===== config.mk =====
export PLATFORM = sky130hd
export DESIGN_NAME = midi_track_event_parser
export DESIGN_NICKNAME = d
export VERILOG_FILES = /design/src/sv/mtep_pkg.sv /design/src/sv/midi_track_event_parser.sv
export SDC_FILE = /design/constraint.sdc
export NUM_CORES = 1
export LEC_CHECK = 0
export ABC_AREA = 1
export BUFFER_PORTS_ARGS = -buffer_cell sky130_fd_sc_hd__buf_4
export CAP_MARGIN = 30
export CORE_MARGIN = 2
export CORE_UTILIZATION = 56
export DETAILED_ROUTE_END_ITERATION = 10
export PLACE_DENSITY_LB_ADDON = 0.12
export SLEW_MARGIN = 15
export SYNTH_ARGS = -nofsm -noshare
export SYNTH_HDL_FRONTEND = slang
export SYNTH_SLANG_ARGS = --single-unit

===== constraint.sdc =====
create_clock -name clk -period 4.1 [get_ports clk]
set_input_delay 0.41 -clock clk [delete_from_list [all_inputs] [get_ports clk]]
set_output_delay 0.41 -clock clk [all_outputs]
set_load 0.01 [all_outputs]

===== src/sv/mtep_pkg.sv =====
package mtep_pkg;

    // Longest delta time or length field, in bytes.
    localparam int unsigned VLQ_MAX_BYTES = 5;

    // Input item codes (carried in the slave tuser).
    localparam logic [1:0] FUNC_BYTE    = 2'd0;
    localparam logic [1:0] FUNC_END     = 2'd1;
    localparam logic [1:0] FUNC_RESTART = 2'd2;
    localparam logic [1:0] FUNC_NOP     = 2'd3;

    // Status byte values and upper nibbles.
    localparam logic [7:0] STATUS_SYSTEM   = 8'hF0;
    localparam logic [7:0] STATUS_SYSEX    = 8'hF0;
    localparam logic [7:0] STATUS_ESCAPE   = 8'hF7;
    localparam logic [7:0] STATUS_META     = 8'hFF;
    localparam logic [3:0] HI_NOTE_OFF     = 4'h8;
    localparam logic [3:0] HI_NOTE_ON      = 4'h9;
    localparam logic [3:0] HI_CONTROL      = 4'hB;
    localparam logic [3:0] HI_PROGRAM      = 4'hC;
    localparam logic [3:0] HI_PRESSURE     = 4'hD;
    localparam logic [3:0] HI_BEND         = 4'hE;

    // Meta event types.
    localparam logic [7:0] META_TEMPO      = 8'h51;
    localparam logic [7:0] META_END        = 8'h2F;

    localparam logic [23:0] DEFAULT_TEMPO  = 24'd500000;
    localparam logic [15:0] BEND_CENTER    = 16'd8192;
    localparam logic [1:0]  TEMPO_BYTES    = 2'd3;

    typedef enum logic [3:0] {
        PH_DELTA,
        PH_STATUS,
        PH_DATA1,
        PH_DATA2,
        PH_MTYPE,
        PH_MLEN,
        PH_SXLEN,
        PH_SKIP,
        PH_DONE
    } phase_t;

    typedef enum logic [2:0] {
        KIND_NONE,
        KIND_NOTE_ON,
        KIND_NOTE_OFF,
        KIND_PROGRAM,
        KIND_CONTROL,
        KIND_BEND
    } kind_t;

    // One decoded result, without the tick and tempo.
    typedef struct packed {
        logic               valid;
        kind_t              kind;
        logic [3:0]         channel;
        logic [6:0]         first_data;
        logic [6:0]         second_data;
        logic signed [15:0] bend;
        logic               finished;
    } evt_t;

    // Result that only signals the end of the track.
    function automatic evt_t end_event();
        evt_t e;
        e          = '0;
        e.kind     = KIND_NONE;
        e.valid    = 1'b1;
        e.finished = 1'b1;
        return e;
    endfunction

    // Program and channel pressure carry a single data byte.
    function automatic logic one_byte_msg(input logic [7:0] st);
        return (st[7:4] == HI_PROGRAM) || (st[7:4] == HI_PRESSURE);
    endfunction

    // Decode a complete channel message. A dropped message gives no result
    // unless it closes the track.
    function automatic evt_t decode_event(input logic [7:0] st, input logic [7:0] d1,
                                          input logic [7:0] d2, input logic fin);
        evt_t        e;
        kind_t       k;
        logic [15:0] raw;
        logic [15:0] bend_val;
        e        = '0;
        k        = KIND_NONE;
        raw      = {1'b0, d2, 7'b0} | {8'b0, d1};
        bend_val = '0;
        case (st[7:4])
            HI_NOTE_ON:  k = (d2[6:0] != 7'd0) ? KIND_NOTE_ON : KIND_NOTE_OFF;
            HI_NOTE_OFF: k = KIND_NOTE_OFF;
            HI_PROGRAM:  k = KIND_PROGRAM;
            HI_CONTROL:
            begin
                if (d1[6:0] inside {7'd7, 7'd10, 7'd11, 7'd64, 7'd120, 7'd123})
                begin
                    k = KIND_CONTROL;
                end
            end
            HI_BEND:
            begin
                k        = KIND_BEND;
                bend_val = raw - BEND_CENTER;
            end
            default:     k = KIND_NONE;
        endcase
        if (k == KIND_NONE)
        begin
            e.kind     = KIND_NONE;
            e.valid    = fin;
            e.finished = fin;
        end
        else
        begin
            e.valid       = 1'b1;
            e.kind        = k;
            e.channel     = st[3:0];
            e.first_data  = d1[6:0];
            e.second_data = d2[6:0];
            e.bend        = signed'(bend_val);
            e.finished    = fin;
        end
        return e;
    endfunction

endpackage


===== src/sv/midi_track_event_parser.sv =====
// Channel   Direction  Handshake                      Payload
// s_axis    in         s_axis_tvalid / s_axis_tready  tuser: func, tdata: data_byte
// m_axis    out        m_axis_tvalid / m_axis_tready  tuser: kind, tlast: finished,
//                                                     tdata: event fields
//
// One track byte is accepted per cycle while the output is not stalled. A
// transfer lands in the input register, is parsed once the output register
// can take its result, and its result, if any, is then held in the output register.
// Reset (and a restart item) returns the parser to reading a delta time with
// the default tempo of 500000 us per quarter note.
// A stalled output holds the input register; the input stays ready as long as
// the input register is empty or moves on in the same cycle.
module midi_track_event_parser
(
    input  logic        clk,
    input  logic        rst_n,
    input  logic        s_axis_tvalid,
    output logic        s_axis_tready,
    input  logic [7:0]  s_axis_tdata,   // [7:0] data_byte
    input  logic [1:0]  s_axis_tuser,   // [1:0] func
    output logic        m_axis_tvalid,
    input  logic        m_axis_tready,
    output logic [95:0] m_axis_tdata,   // [3:0] channel, [10:4] first_data,
                                        // [17:11] second_data, [33:18] bend,
                                        // [65:34] event_tick, [89:66] tempo,
                                        // [95:90] zero
    output logic [2:0]  m_axis_tuser,   // [2:0] kind
    output logic        m_axis_tlast    // finished
);

    import mtep_pkg::*;

    // Input register
    logic       in_valid_reg;
    logic [1:0] in_func_reg;
    logic [7:0] in_byte_reg;

    // Parser state
    phase_t      phase_reg,          phase_next;
    logic [7:0]  running_status_reg, running_status_next;
    logic [31:0] vlq_accum_reg,      vlq_accum_next;
    logic [2:0]  vlq_bytes_reg,      vlq_bytes_next;
    logic [31:0] skip_remaining_reg, skip_remaining_next;
    logic [7:0]  meta_type_reg,      meta_type_next;
    logic [1:0]  meta_index_reg,     meta_index_next;
    logic [23:0] tempo_reg,          tempo_next;
    logic [15:0] tempo_partial_reg,  tempo_partial_next;
    logic [31:0] abs_tick_reg,       abs_tick_next;
    logic [7:0]  held_status_reg,    held_status_next;
    logic [7:0]  held_first_reg,     held_first_next;

    // Output register
    logic        out_valid_reg;
    evt_t        out_evt_reg;
    logic [31:0] out_tick_reg;
    logic [23:0] out_tempo_reg;

    logic        advance;
    evt_t        res;
    logic [31:0] vlq_shift;
    logic [2:0]  vlq_bytes_inc;
    logic        vlq_done;
    logic [23:0] tempo_word;

    // The parse step runs when the output register can take its result.
    assign advance       = in_valid_reg && (!out_valid_reg || m_axis_tready);
    assign s_axis_tready = !in_valid_reg || advance;

    // One step of a variable-length quantity.
    assign vlq_shift     = {vlq_accum_reg[24:0], in_byte_reg[6:0]};
    assign vlq_bytes_inc = vlq_bytes_reg + 3'd1;
    assign vlq_done      = !in_byte_reg[7] || (vlq_bytes_inc >= 3'(VLQ_MAX_BYTES));
    assign tempo_word    = {tempo_partial_reg, in_byte_reg};

    // Input register takes a transfer whenever it is free or being emptied.
    always_ff @(posedge clk or negedge rst_n)
    begin
        if (!rst_n)
        begin
            in_valid_reg <= 1'b0;
            in_func_reg  <= FUNC_NOP;
            in_byte_reg  <= 8'd0;
        end
        else
        begin
            if (s_axis_tvalid && s_axis_tready)
            begin
                in_valid_reg <= 1'b1;
                in_func_reg  <= s_axis_tuser;
                in_byte_reg  <= s_axis_tdata;
            end
            else if (advance)
            begin
                in_valid_reg <= 1'b0;
            end
        end
    end

    // Next parser state.
    always_comb
    begin
        phase_next          = phase_reg;
        running_status_next = running_status_reg;
        vlq_accum_next      = vlq_accum_reg;
        vlq_bytes_next      = vlq_bytes_reg;
        skip_remaining_next = skip_remaining_reg;
        meta_type_next      = meta_type_reg;
        meta_index_next     = meta_index_reg;
        tempo_next          = tempo_reg;
        tempo_partial_next  = tempo_partial_reg;
        abs_tick_next       = abs_tick_reg;
        held_status_next    = held_status_reg;
        held_first_next     = held_first_reg;

        if (advance)
        begin
            if (in_func_reg == FUNC_RESTART)
            begin
                phase_next          = PH_DELTA;
                running_status_next = 8'd0;
                vlq_accum_next      = 32'd0;
                vlq_bytes_next      = 3'd0;
                skip_remaining_next = 32'd0;
                meta_type_next      = 8'd0;
                meta_index_next     = 2'd0;
                tempo_next          = DEFAULT_TEMPO;
                tempo_partial_next  = 16'd0;
                abs_tick_next       = 32'd0;
                held_status_next    = 8'd0;
                held_first_next     = 8'd0;
            end
            else if (phase_reg != PH_DONE && in_func_reg == FUNC_END)
            begin
                // A partly read delta time still counts.
                if (phase_reg == PH_DELTA)
                begin
                    abs_tick_next = abs_tick_reg + vlq_accum_reg;
                end
                vlq_accum_next = 32'd0;
                vlq_bytes_next = 3'd0;
                phase_next     = PH_DONE;
            end
            else if (phase_reg != PH_DONE && in_func_reg == FUNC_BYTE)
            begin
                case (phase_reg)
                    PH_DELTA:
                    begin
                        vlq_accum_next = vlq_shift;
                        vlq_bytes_next = vlq_bytes_inc;
                        if (vlq_done)
                        begin
                            abs_tick_next  = abs_tick_reg + vlq_shift;
                            vlq_accum_next = 32'd0;
                            vlq_bytes_next = 3'd0;
                            phase_next     = PH_STATUS;
                        end
                    end
                    PH_STATUS:
                    begin
                        if (in_byte_reg[7])
                        begin
                            if (in_byte_reg < STATUS_SYSTEM)
                            begin
                                running_status_next = in_byte_reg;
                            end
                            if (in_byte_reg == STATUS_META)
                            begin
                                phase_next = PH_MTYPE;
                            end
                            else if (in_byte_reg == STATUS_SYSEX ||
                                     in_byte_reg == STATUS_ESCAPE)
                            begin
                                vlq_accum_next = 32'd0;
                                vlq_bytes_next = 3'd0;
                                phase_next     = PH_SXLEN;
                            end
                            else
                            begin
                                held_status_next = in_byte_reg;
                                phase_next       = PH_DATA1;
                            end
                        end
                        else if (running_status_reg == 8'd0)
                        begin
                            phase_next = PH_DONE;
                        end
                        else
                        begin
                            held_status_next = running_status_reg;
                            held_first_next  = in_byte_reg;
                            phase_next       = one_byte_msg(running_status_reg) ?
                                               PH_DELTA : PH_DATA2;
                        end
                    end
                    PH_DATA1:
                    begin
                        held_first_next = in_byte_reg;
                        phase_next      = one_byte_msg(held_status_reg) ?
                                          PH_DELTA : PH_DATA2;
                    end
                    PH_DATA2:
                    begin
                        phase_next = PH_DELTA;
                    end
                    PH_MTYPE:
                    begin
                        meta_type_next = in_byte_reg;
                        vlq_accum_next = 32'd0;
                        vlq_bytes_next = 3'd0;
                        phase_next     = PH_MLEN;
                    end
                    PH_MLEN:
                    begin
                        vlq_accum_next = vlq_shift;
                        vlq_bytes_next = vlq_bytes_inc;
                        if (vlq_done)
                        begin
                            vlq_accum_next = 32'd0;
                            vlq_bytes_next = 3'd0;
                            if (meta_type_reg == META_END)
                            begin
                                phase_next = PH_DONE;
                            end
                            else
                            begin
                                // A tempo meta shorter than three bytes is ignored.
                                skip_remaining_next = vlq_shift;
                                tempo_partial_next  = 16'd0;
                                meta_index_next     = (meta_type_reg == META_TEMPO &&
                                                       vlq_shift < 32'd3) ?
                                                      TEMPO_BYTES : 2'd0;
                                phase_next          = (vlq_shift != 32'd0) ?
                                                      PH_SKIP : PH_DELTA;
                            end
                        end
                    end
                    PH_SXLEN:
                    begin
                        vlq_accum_next = vlq_shift;
                        vlq_bytes_next = vlq_bytes_inc;
                        if (vlq_done)
                        begin
                            vlq_accum_next      = 32'd0;
                            vlq_bytes_next      = 3'd0;
                            skip_remaining_next = vlq_shift;
                            tempo_partial_next  = 16'd0;
                            meta_index_next     = TEMPO_BYTES;
                            phase_next          = (vlq_shift != 32'd0) ?
                                                  PH_SKIP : PH_DELTA;
                        end
                    end
                    PH_SKIP:
                    begin
                        // The first three tempo body bytes build the new tempo.
                        if (meta_type_reg == META_TEMPO && meta_index_reg != TEMPO_BYTES)
                        begin
                            if (meta_index_reg == 2'd2)
                            begin
                                tempo_next = (tempo_word != 24'd0) ?
                                             tempo_word : DEFAULT_TEMPO;
                            end
                            else
                            begin
                                tempo_partial_next = {tempo_partial_reg[7:0], in_byte_reg};
                            end
                            meta_index_next = meta_index_reg + 2'd1;
                        end
                        skip_remaining_next = skip_remaining_reg - 32'd1;
                        if (skip_remaining_reg == 32'd1)
                        begin
                            phase_next = PH_DELTA;
                        end
                    end
                    default:
                    begin
                        phase_next = PH_DONE;
                    end
                endcase
            end
        end
    end

    // Result of the current parse step.
    always_comb
    begin
        res = '0;
        if (advance && phase_reg != PH_DONE)
        begin
            if (in_func_reg == FUNC_END)
            begin
                case (phase_reg)
                    PH_DATA1: res = decode_event(held_status_reg, 8'd0, 8'd0, 1'b1);
                    PH_DATA2: res = decode_event(held_status_reg, held_first_reg,
                                                 8'd0, 1'b1);
                    default:  res = end_event();
                endcase
            end
            else if (in_func_reg == FUNC_BYTE)
            begin
                case (phase_reg)
                    PH_STATUS:
                    begin
                        if (!in_byte_reg[7])
                        begin
                            if (running_status_reg == 8'd0)
                            begin
                                res = end_event();
                            end
                            else if (one_byte_msg(running_status_reg))
                            begin
                                res = decode_event(running_status_reg, in_byte_reg,
                                                   8'd0, 1'b0);
                            end
                        end
                    end
                    PH_DATA1:
                    begin
                        if (one_byte_msg(held_status_reg))
                        begin
                            res = decode_event(held_status_reg, in_byte_reg, 8'd0, 1'b0);
                        end
                    end
                    PH_DATA2:
                    begin
                        res = decode_event(held_status_reg, held_first_reg,
                                           in_byte_reg, 1'b0);
                    end
                    PH_MLEN:
                    begin
                        if (vlq_done && meta_type_reg == META_END)
                        begin
                            res = end_event();
                        end
                    end
                    default:
                    begin
                        res = '0;
                    end
                endcase
            end
        end
    end

    // Parser state registers.
    always_ff @(posedge clk or negedge rst_n)
    begin
        if (!rst_n)
        begin
            phase_reg          <= PH_DELTA;
            running_status_reg <= 8'd0;
            vlq_accum_reg      <= 32'd0;
            vlq_bytes_reg      <= 3'd0;
            skip_remaining_reg <= 32'd0;
            meta_type_reg      <= 8'd0;
            meta_index_reg     <= 2'd0;
            tempo_reg          <= DEFAULT_TEMPO;
            tempo_partial_reg  <= 16'd0;
            abs_tick_reg       <= 32'd0;
            held_status_reg    <= 8'd0;
            held_first_reg     <= 8'd0;
        end
        else
        begin
            phase_reg          <= phase_next;
            running_status_reg <= running_status_next;
            vlq_accum_reg      <= vlq_accum_next;
            vlq_bytes_reg      <= vlq_bytes_next;
            skip_remaining_reg <= skip_remaining_next;
            meta_type_reg      <= meta_type_next;
            meta_index_reg     <= meta_index_next;
            tempo_reg          <= tempo_next;
            tempo_partial_reg  <= tempo_partial_next;
            abs_tick_reg       <= abs_tick_next;
            held_status_reg    <= held_status_next;
            held_first_reg     <= held_first_next;
        end
    end

    // Output register; the tick already includes a delta closed by an end item.
    always_ff @(posedge clk or negedge rst_n)
    begin
        if (!rst_n)
        begin
            out_valid_reg <= 1'b0;
        end
        else if (advance)
        begin
            out_valid_reg <= res.valid;
        end
        else if (m_axis_tready)
        begin
            out_valid_reg <= 1'b0;
        end
    end

    always_ff @(posedge clk)
    begin
        if (advance && res.valid)
        begin
            out_evt_reg   <= res;
            out_tick_reg  <= abs_tick_next;
            out_tempo_reg <= tempo_reg;
        end
    end

    assign m_axis_tvalid = out_valid_reg;
    assign m_axis_tuser  = out_evt_reg.kind;
    assign m_axis_tlast  = out_evt_reg.finished;
    assign m_axis_tdata  = {6'd0, out_tempo_reg, out_tick_reg, out_evt_reg.bend,
                            out_evt_reg.second_data, out_evt_reg.first_data,
                            out_evt_reg.channel};

    // Once finished, only a restart leaves the done phase.
    a_done_sticky: assert property (@(posedge clk) disable iff (!rst_n)
        (phase_reg == PH_DONE && !(advance && in_func_reg == FUNC_RESTART))
        |=> (phase_reg == PH_DONE))
        else $error("parser left the done phase without a restart");

    // A pending length or delta is only held while a quantity is being read.
    a_vlq_idle: assert property (@(posedge clk) disable iff (!rst_n)
        (phase_reg != PH_DELTA && phase_reg != PH_MLEN && phase_reg != PH_SXLEN)
        |-> (vlq_bytes_reg == 3'd0 && vlq_accum_reg == 32'd0))
        else $error("variable-length count left over outside a length field");

    // Skipping never runs with nothing left to skip.
    a_skip_count: assert property (@(posedge clk) disable iff (!rst_n)
        (phase_reg == PH_SKIP) |-> (skip_remaining_reg != 32'd0))
        else $error("skip phase with zero bytes remaining");

    // A result without an event kind is always the end of the track.
    a_none_is_end: assert property (@(posedge clk) disable iff (!rst_n)
        (out_valid_reg && out_evt_reg.kind == KIND_NONE)
        |-> (out_evt_reg.finished && out_evt_reg.channel == 4'd0 &&
             out_evt_reg.bend == 16'sd0))
        else $error("empty result without finished set");

endmodule


# Word level (Yosys, flattened, before mapping)
# Index checks and enable logic that the tools add are counted.
# classes
n_mux	154
n_reduce_logical	58
n_lt_le_gt_ge	3
addsub	8
n_eq_ne	60
bitwise_logic	1
# op_table
operator	n
32-bit two-way mux	20
39-bit two-way mux	8
16-bit two-way mux	13
32-bit case mux with 3 select lines	2
8-bit two-way mux	23
34-bit two-way mux	5
24-bit two-way mux	7
39-bit case mux with 4 select lines	1
3-bit two-way mux	36
39-bit case mux with 2 select lines	1
32-bit adder	2
4-bit two-way mux	13
4-bit == test, second input constant	12
16-bit case mux with 3 select lines	1
7-bit == test, second input constant	6
3-bit case mux with 4 select lines	3
32-bit by 1-bit == test with 1-bit output, second input constant	1
32-bit by 2-bit less-than comparator with 1-bit output, second input constant	1
4-bit != test, second input constant	8
4-bit case mux with 8 select lines	1
32-bit nonzero test	1
32-bit by 1-bit subtractor with 32-bit output, second input constant	1
3-bit != test, second input constant	10
6-bit AND reduction	5
44 further kinds	103
# totals
output_inout_bits	102
word_cells	308
reg_bits	283

# Depth between registers and ports, before layout
# Gate-level depths: netlist (run 1).
# depth
depth_word	21
ltp_mapped	17

# Worst setup path after synthesis (run 1)
# Ideal clock, no wire load.
# synth_path
path_kind	input -> register
startpoint	input m_axis_tready
endpoint	register out_evt_reg, in the netlist m_axis_tdata[0], enable pin
arrival_ns	3.492
required_ns	3.645
stages	8
slack_ns	0.152
setup_ns	0.455
cell_sequence	inv_1 -> nand2_1 -> nand2_1 -> nor2_1 -> inv_1 -> nor2_4 -> o21ai_0 -> nand2_1
# synth_via
elab_chain_len	5
# synth_lines
item	line	rtl
start, declared	midi_track_event_parser.sv:22	input logic m_axis_tready,
1-bit logical OR *	midi_track_event_parser.sv:66	assign advance = in_valid_reg && (!out_valid_reg || m_axis_tready);
1-bit logical AND *	midi_track_event_parser.sv:66	
1-bit logical AND	midi_track_event_parser.sv:287	if (advance && phase_reg != PH_DONE)
39-bit two-way mux	midi_track_event_parser.sv:287	
1-bit logical AND *	midi_track_event_parser.sv:398	if (advance && res.valid)
end signal, assigned	midi_track_event_parser.sv:400	out_evt_reg <= res;
end, declared	midi_track_event_parser.sv:54	evt_t out_evt_reg;
# Every way passes the cells marked *; elsewhere a longest branch is shown, timed or not.
# A chain may end at the register's enable or synchronous reset.

# Final worst setup path (run 1)
# layout_path
startpoint	register phase_reg[0]
endpoint	register out_tempo_reg[14], enable pin
# layout_via
elab_chain_len	6
word_cells_on_any_way	11
cone_classes	eq/ne (5); mux (4); reduce/logical (2)
# layout_lines
item	line	rtl
start, declared	midi_track_event_parser.sv:39	phase_t phase_reg, phase_next;
start signal, assigned	midi_track_event_parser.sv:364	phase_reg <= phase_next;
4-bit by 3-bit == test with 1-bit output, or another cell as far along	midi_track_event_parser.sv:300	case (phase_reg)
39-bit case mux with 4 select lines	midi_track_event_parser.sv:300	
39-bit two-way mux	midi_track_event_parser.sv:298	else if (in_func_reg == FUNC_BYTE)
39-bit two-way mux	midi_track_event_parser.sv:289	if (in_func_reg == FUNC_END)
39-bit two-way mux *	midi_track_event_parser.sv:287	
1-bit logical AND *	midi_track_event_parser.sv:398	
end signal, assigned	midi_track_event_parser.sv:402	out_tempo_reg <= tempo_reg;
end, declared	midi_track_event_parser.sv:56	logic [23:0] out_tempo_reg;
# Marked as above.

==> results.md, run 1 <==
* Run status: finished, final reports clean
* Max Freq at 307.3 MHz
* Via/cell ratio at 5.515
* Fin worst setup slack at 0.8454 ns
* Non-filler instance count after layout at 3298
* Global Route met2 Usage at 55.85%
* Vias in the first global route at 16957
* TritonCTS Buffers at 31
* Routed wire length at 58.43 mm
* RePlAce Congestion at 0.9598
* Post-route DRC at 0
* Final net count at 2911
* Clock period minus worst slack at 3.255 ns
* Cell accounting for the most synthesized area: dfrtp_1
* Die H at 188.0 um
* Delay-heaviest family, CP: simple AND/OR/NAND/NOR gates
* Yosys warns at 0
* Slew margin rel. at 36.89%
* First drt pass iteration count at 6
* Max incr delay on CP at 0.52 ns
* Global route total overflow at 0
* Pwr per Cell Area at 606.9 nW/um^2
* Starting Density at 56.69%
* Worst reg2reg endpoint: out_tempo_reg[14]$_DFFE_PP_
* Top cells by count, synth: nand2_1, inv_1, nor2_1
* Synth Cell Area at 18960 um^2
* CP Class: flop to flop
* Placed Cells at 3239
* Fillers at 3141
* R2R setup slack at 0.85 ns
* Setup TNS at 0 ns
* Post-CTS setup buffers at 0
* Stages on the worst setup path at 9
* Place WS at 0.8831 ns
* Async SR Flop Fraction at 66.78%
* # setup viols final at 0
* HP Class: input port to flop
* GRT Total Usage at 33.15%
* Final Hold Fails at 0
* Worst-Skew Late Latency at 0.59 ns
* First-pass GRT wire length at 92.52 mm
* Largest net degree at the start of global routing at 88
* Layout cell share with drive strength beyond 1 at 8.281%
* WP buf/inv at 3
* Crit Path Max Fanout at 26
* Overall Power at 12.83 mW
* Worst path cell trace: inv_2 -> nor3_2 -> a21oi_1 -> nor2_2 -> inv_1 -> nor2_4 -> o21ai_0 -> nand2_4 -> buf_4
* #FFs+latches synth at 283
* Most frequent cell after synthesis: nand2_1
* Number of max-cap violations at 0
* H-tree depth at 1
* Worst slew pin tran at 0.9467 ns
* Detailed-placement wirelength estimate at 44.29 mm
* CP endpoint: out_tempo_reg[14]$_DFFE_PP_
* CP Launch Type: flop
* Worst path slowest cell: dfrtp_1
* Global Route met1 Usage at 43.45%
* CTS tree: done
* Crit path launch: phase_reg[0]$_DFFE_PN0P_
* # resized after CTS at 0
* WP data required at 4.36 ns
* Initial antenna violation count at 0
* Synth Area per Inst at 6.925 um^2
* Worst-case clock buffer depth at 3
* Std-Cell Rows at 67
* Max FFs per register at 34
* Crit end category: flop
* Hold_ws at 0.07879 ns
* Final worst path period share at 79.38%
* Clk root buf: clkbuf_16
* WL/cell at 17.72 um
* Iter 0 DRT Violations at 1822
* Area delta synth->final at 11.49%
* Ant. Diodes at 0
* # port buffers at 109
* RSZ-0062 raised after global routing: false
* Reg2Reg Launch Point: phase_reg[0]$_DFFE_PN0P_
* Area share of the largest cell type after synthesis at 23.75%
* Sequential fraction of the synthesis area at 39.89%
* EDFF count, synth at 94
* CTS clk-pin slew, worst paths at 0.06 ns
* Met3 usage at 3.724%
* Core area at 33450 um^2
* Die width at 188.0 um
* Post-route antenna net violation count at 0
* Clk sinks at 283
* Mapped Cells at 2738
* Die area at 35350 um^2
* Largest cells by area after synthesis: dfrtp_1, nand2_1, edfxtp_1, inv_1, nand3_1
* Fin. max-slew vios at 0
* Via Count at 18188
* Peak VDD IR at 0.3650 mV
* Worst Reg-to-Reg Cells at 9
* GRT Max-Usage Layer: met2
* Critical Path AT at 3.51 ns
* Clock Skew at 0.01477 ns
* Synth cell types at 57
* Dominant synthesized flop cell: dfrtp_1
* LEAKAGE at 10.86 nW
* I/O pins at 116
==> metrics by stage <==
step | utilization [%] | area, um^2
finish | 63.20 | 21140
global route | 63.20 | 21140
CTS | 63.20 | 21140
detailed placement | 60.12 | 20110
global placement | 60.12 | 20110
floorplan | - | 18980
==> power breakdown <==
part | switching (mW) | internal (mW)
Sequential | 0.718 | 3.62
Combinational | 3.88 | 1.78
Clock | 1.19 | 1.64
==> worst register-to-register path, delay by kind of cell (launching register included) <==
family                 cells  cell delay [ns]
buffers and inverters      3             0.68
AO/OA/AOI/OAI              2             0.32
AND/OR/NAND/NOR            4             1.38
flip-flops                 1             0.52
==> repair_timing <==
action	CTS	global route
hold buffers	1	0
setup endpoints to repair	0	0
hold endpoints to repair	76	0
==> cell usage in the layout (no fill, tap or decap), types with 12 or more instances in the layout <==
| master | synthesis | layout |
|---|---|---|
| nand4_1 | 45 | 45 |
| o21ai_1 | 34 | 34 |
| edfxtp_1 | 94 | 94 |
| nand3_1 | 219 | 219 |
| dfrtp_1 | 180 | 180 |
| nor2_1 | 240 | 240 |
| clkbuf_1 | 40 | 12 |
| buf_4 | 15 | 128 |
| nand2_1 | 901 | 900 |
| o21ai_0 | 132 | 132 |
| xnor2_1 | 17 | 17 |
| inv_1 | 405 | 405 |
| xor2_1 | 16 | 16 |
| a21oi_1 | 125 | 125 |
| o22ai_1 | 18 | 18 |
| nor3_1 | 45 | 45 |
| ha_1 | 70 | 70 |
| clkbuf_16 | 0 | 31 |
| inv_2 | 16 | 16 |
==> how the worst min path moves through the flow <==
stage	startpoint	endpoint	slack, ns	depth (start not counted)
final	s_axis_tdata[3]	in_byte_reg[3]$_DFFE_PN0P_	0.08	3
after detailed placement	tempo_reg[12]$_DFFE_PN0P_	out_tempo_reg[12]$_DFFE_PP_	0.43	0
after global placement	tempo_reg[11]$_DFFE_PN0P_	out_tempo_reg[11]$_DFFE_PP_	0.43	0
after floorplan	rst_n	abs_tick_reg[0]$_DFF_PN0_	0.11	0
after global routing	s_axis_tdata[3]	in_byte_reg[3]$_DFFE_PN0P_	0.07	3
after CTS	s_axis_tdata[3]	in_byte_reg[3]$_DFFE_PN0P_	0.07	3
==> cell families (layout without fill, tap and decap cells) <==
group / after synthesis / count (layout) / share of synthesized area [%]
simple gates: 1498 / 1498 / 32.97
buf+inv: 505 / 612 / 10.74
compound gates: 345 / 345 / 9.977
flops: 283 / 283 / 39.89
fa+ha+maj: 72 / 72 / 4.830
xor+xnor: 33 / 33 / 1.524
other cells: 1 / 6 / 0.01978
mux: 1 / 1 / 0.05279
==> metal layers <==
metal  up-vias  share of wire (%)
li1       8937                  -
met1      8438                 42
met2       674                 48
met3       139                6.0
met4         0                4.5
met5         -                  0
==> layout make-up <==
class	instances	area, um^2	area share [%]
clock buffer	45	848.3	4.013
clock inverter	13	171.4	0.8108
inverter	422	1584	7.493
multi-input combinational	1955	9388	44.41
sequential	283	7564	35.78
tap	448	560.5	2.652
timing repair buffer	132	1025	4.847
(Power assumes the default switching activity.)
==> run 2, diff against run 1 <==
==> constraint.sdc (replaced) <==
create_clock -name clk -period 2.9 [get_ports clk]
set_input_delay 0.29 -clock clk [delete_from_list [all_inputs] [get_ports clk]]
set_output_delay 0.29 -clock clk [all_outputs]
set_load 0.01 [all_outputs]
==> results.md, run 2 (synthesis results as in run 1) <==
* Final Hold Fails at 1 (was 0)
* Fin worst setup slack at 0.1618 ns (was 0.8454 ns)
* Failing checks: hold timing
* Critical Path AT at 3.08 ns (was 3.51 ns)
* Worst-case clock buffer depth at 3 (unchanged)
* Core area at 33450 um^2 (unchanged)
* Ant. Diodes at 0 (unchanged)
* Via/cell ratio at 5.559 (was 5.515)
* Delay-heaviest family, CP: simple AND/OR/NAND/NOR gates (unchanged)
* Fillers at 3073 (was 3141)
* Worst slew pin tran at 0.8639 ns (was 0.9467 ns)
* WP buf/inv at 0 (was 3)
* Vias in the first global route at 17376 (was 16957)
* Worst path slowest cell: dfrtp_1 (unchanged)
* Pwr per Cell Area at 865.5 nW/um^2 (was 606.9 nW/um^2)
* Post-CTS setup buffers at 0 (unchanged)
* RSZ-0062 raised after global routing: false (unchanged)
* Most common cell after layout, fill and taps aside: nand2_1 (unchanged)
* Post-route antenna net violation count at 0 (unchanged)
* Layout cell share with drive strength beyond 1 at 9.855% (was 8.281%)
* Crit end category: flop (unchanged)
* HP Class: input port to flop (unchanged)
* Max incr delay on CP at 0.46 ns (was 0.52 ns)
* Die area at 35350 um^2 (unchanged)
* Commonest non-fill, non-tap cells in the layout: nand2_1, inv_1, nor2_1 (unchanged)
* Via Count at 18567 (was 18188)
* Final worst path period share at 94.42% (was 79.38%)
* First-pass GRT wire length at 95.12 mm (was 92.52 mm)
* Clock Skew at 0.01256 ns (was 0.01477 ns)
* CP most frequent cell: nand3_1
* Die width at 188.0 um (unchanged)
* # setup viols final at 0 (unchanged)
* CTS tree: done (unchanged)
* First drt pass iteration count at 6 (unchanged)
* Setup TNS at 0 ns (unchanged)
* I/O pins at 116 (unchanged)
* Hold_ws at -0.0003001 ns (was 0.07879 ns)
* Iter 0 DRT Violations at 1617 (was 1822)
* Largest net degree at the start of global routing at 70 (was 88)
* CP Class: flop to flop (unchanged)
* Die H at 188.0 um (unchanged)
* Initial antenna violation count at 0 (unchanged)
* Global route total overflow at 0 (unchanged)
* Post-route DRC at 0 (unchanged)
* Peak VDD IR at 0.6297 mV (was 0.3650 mV)
* Std-Cell Rows at 67 (unchanged)
* CTS clk-pin slew, worst paths at 0.07 ns (was 0.06 ns)
* Final net count at 2953 (was 2911)
* Clk root buf: clkbuf_16 (unchanged)
* Number of max-cap violations at 0 (unchanged)
* Detailed-placement wirelength estimate at 46.36 mm (was 44.29 mm)
* Fin. max-slew vios at 0 (unchanged)
* Slew margin rel. at 42.02% (was 36.89%)
* Max FFs per register at 34 (unchanged)
* Starting Density at 56.69% (unchanged)
* LEAKAGE at 11.12 nW (was 10.86 nW)
* CP Launch Type: flop (unchanged)
* WL/cell at 18.16 um (was 17.72 um)
* Clk sinks at 283 (unchanged)
* # port buffers at 109 (unchanged)
* H-tree depth at 1 (unchanged)
* RePlAce Congestion at 0.9908 (was 0.9598)
* Worst path cell trace: ha_1 -> fa_2 -> nand3_1 -> nand3_2 -> nand2_1 -> nand3_1 -> or2_2 -> nand3_1 -> o211ai_1 -> nand3_1 -> o21ai_0 (was inv_2 -> nor3_2 -> a21oi_1 -> nor2_2 -> inv_1 -> nor2_4 -> o21ai_0 -> nand2_4 -> buf_4)
* Max Freq at 365.2 MHz (was 307.3 MHz)
* Crit Path Max Fanout at 4 (was 26)
* Clock period minus worst slack at 2.738 ns (was 3.255 ns)
* Routed wire length at 60.65 mm (was 58.43 mm)
* Place WS at 0.02264 ns (was 0.8831 ns)
* Run status: finished with violations (was finished, final reports clean)
* WP data required at 3.24 ns (was 4.36 ns)
* GRT Total Usage at 34.24% (was 33.15%)
* Area delta synth->final at 14.03% (was 11.49%)
* TritonCTS Buffers at 31 (unchanged)
* Worst-Skew Late Latency at 0.60 ns (was 0.59 ns)
* Final design utilization at 64.65% (was 63.20%)
## run 2: changes by cell type in the layout (fill, tap and decap cells not counted), moves of 2 or more
cell           before  now
buf_4             128  162
clkbuf_1           12    4
clkbuf_8            3    9
dlygate4sd3_1       1    6
buf_12              2    5
clkinvlp_4          1    4
clkbuf_16          31   33
clkinv_4            3    1
## run 2: worst paths after layout
kind | from | end | slack [ns] | cells past startpoint
max in group asynchronous | rst_n | vlq_accum_reg[29]$_DFFE_PN0P_ | 1.83 | 3
min in group asynchronous | rst_n | meta_index_reg[0]$_DFFE_PN0P_ | 0.27 | 2
min reg2reg | tempo_reg[6]$_DFFE_PN0P_ | out_tempo_reg[6]$_DFFE_PP_ | 0.44 | 0
min | s_axis_tdata[1] | in_byte_reg[1]$_DFFE_PN0P_ | -0.0003 | 3
max | in_byte_reg[0]$_DFFE_PN0P_ | out_tick_reg[8]$_DFFE_PP_ | 0.16 | 11
max reg2reg | in_byte_reg[0]$_DFFE_PN0P_ | out_tick_reg[8]$_DFFE_PP_ | 0.16 | 11
## run 2: worst register-to-register path: cells and delay by family (launching register included)
family          cells  cell delay, ns
flops               1            0.46
simple gates        7            1.08
fa+ha+maj           2            0.74
compound gates      2            0.20
## run 2: layout make-up
class / instances / area, um^2 / share of cell area (%)
repair buffers: 174 / 1390 / 6.429
well taps: 448 / 560.5 / 2.592
clock buffers: 45 / 950.9 / 4.398
multi-input cells: 1955 / 9403 / 43.48
inverters: 422 / 1584 / 7.326
clock inverters: 13 / 171.4 / 0.7927
flip-flops and latches: 283 / 7564 / 34.98
## run 2: metrics by stage
step                total power, mW  instance area (um^2)  hold WS, ns  std cells
floorplan                     11.49                 18990    -0.005591       2743
global placement              14.13                 20430       0.3406       3276
detailed placement            14.24                 20430       0.3422       3276
CTS                           18.59                 21610     0.003625       3340
global route                  19.90                 21620      0.02852       3340
finish                        18.71                 21620   -0.0003001       3340
## run 2: report_power, final
group	switching, mW	leakage, nW	internal, mW
combinational	5.67	7.25	2.67
sequential	0.970	3.33	5.12
clock	1.73	0.540	2.55
## run 2: timing repair
item,CTS,global route
resized for setup,0,4
endpoints found under the setup margin,0,43
hold buffers,6,0
hold endpoints to repair,64,0
## run 2: metal layers
| layer | routed length [um] | up-vias | global-route usage, % |
|---|---|---|---|
| li1 | - | 9019 | - |
| met1 | 24590 | 8585 | 43.11 |
| met2 | 28380 | 782 | 57.85 |
| met3 | 3692 | 181 | 3.631 |
| met4 | 3988 | 0 | 18.90 |
| met5 | 0 | - | 0 |
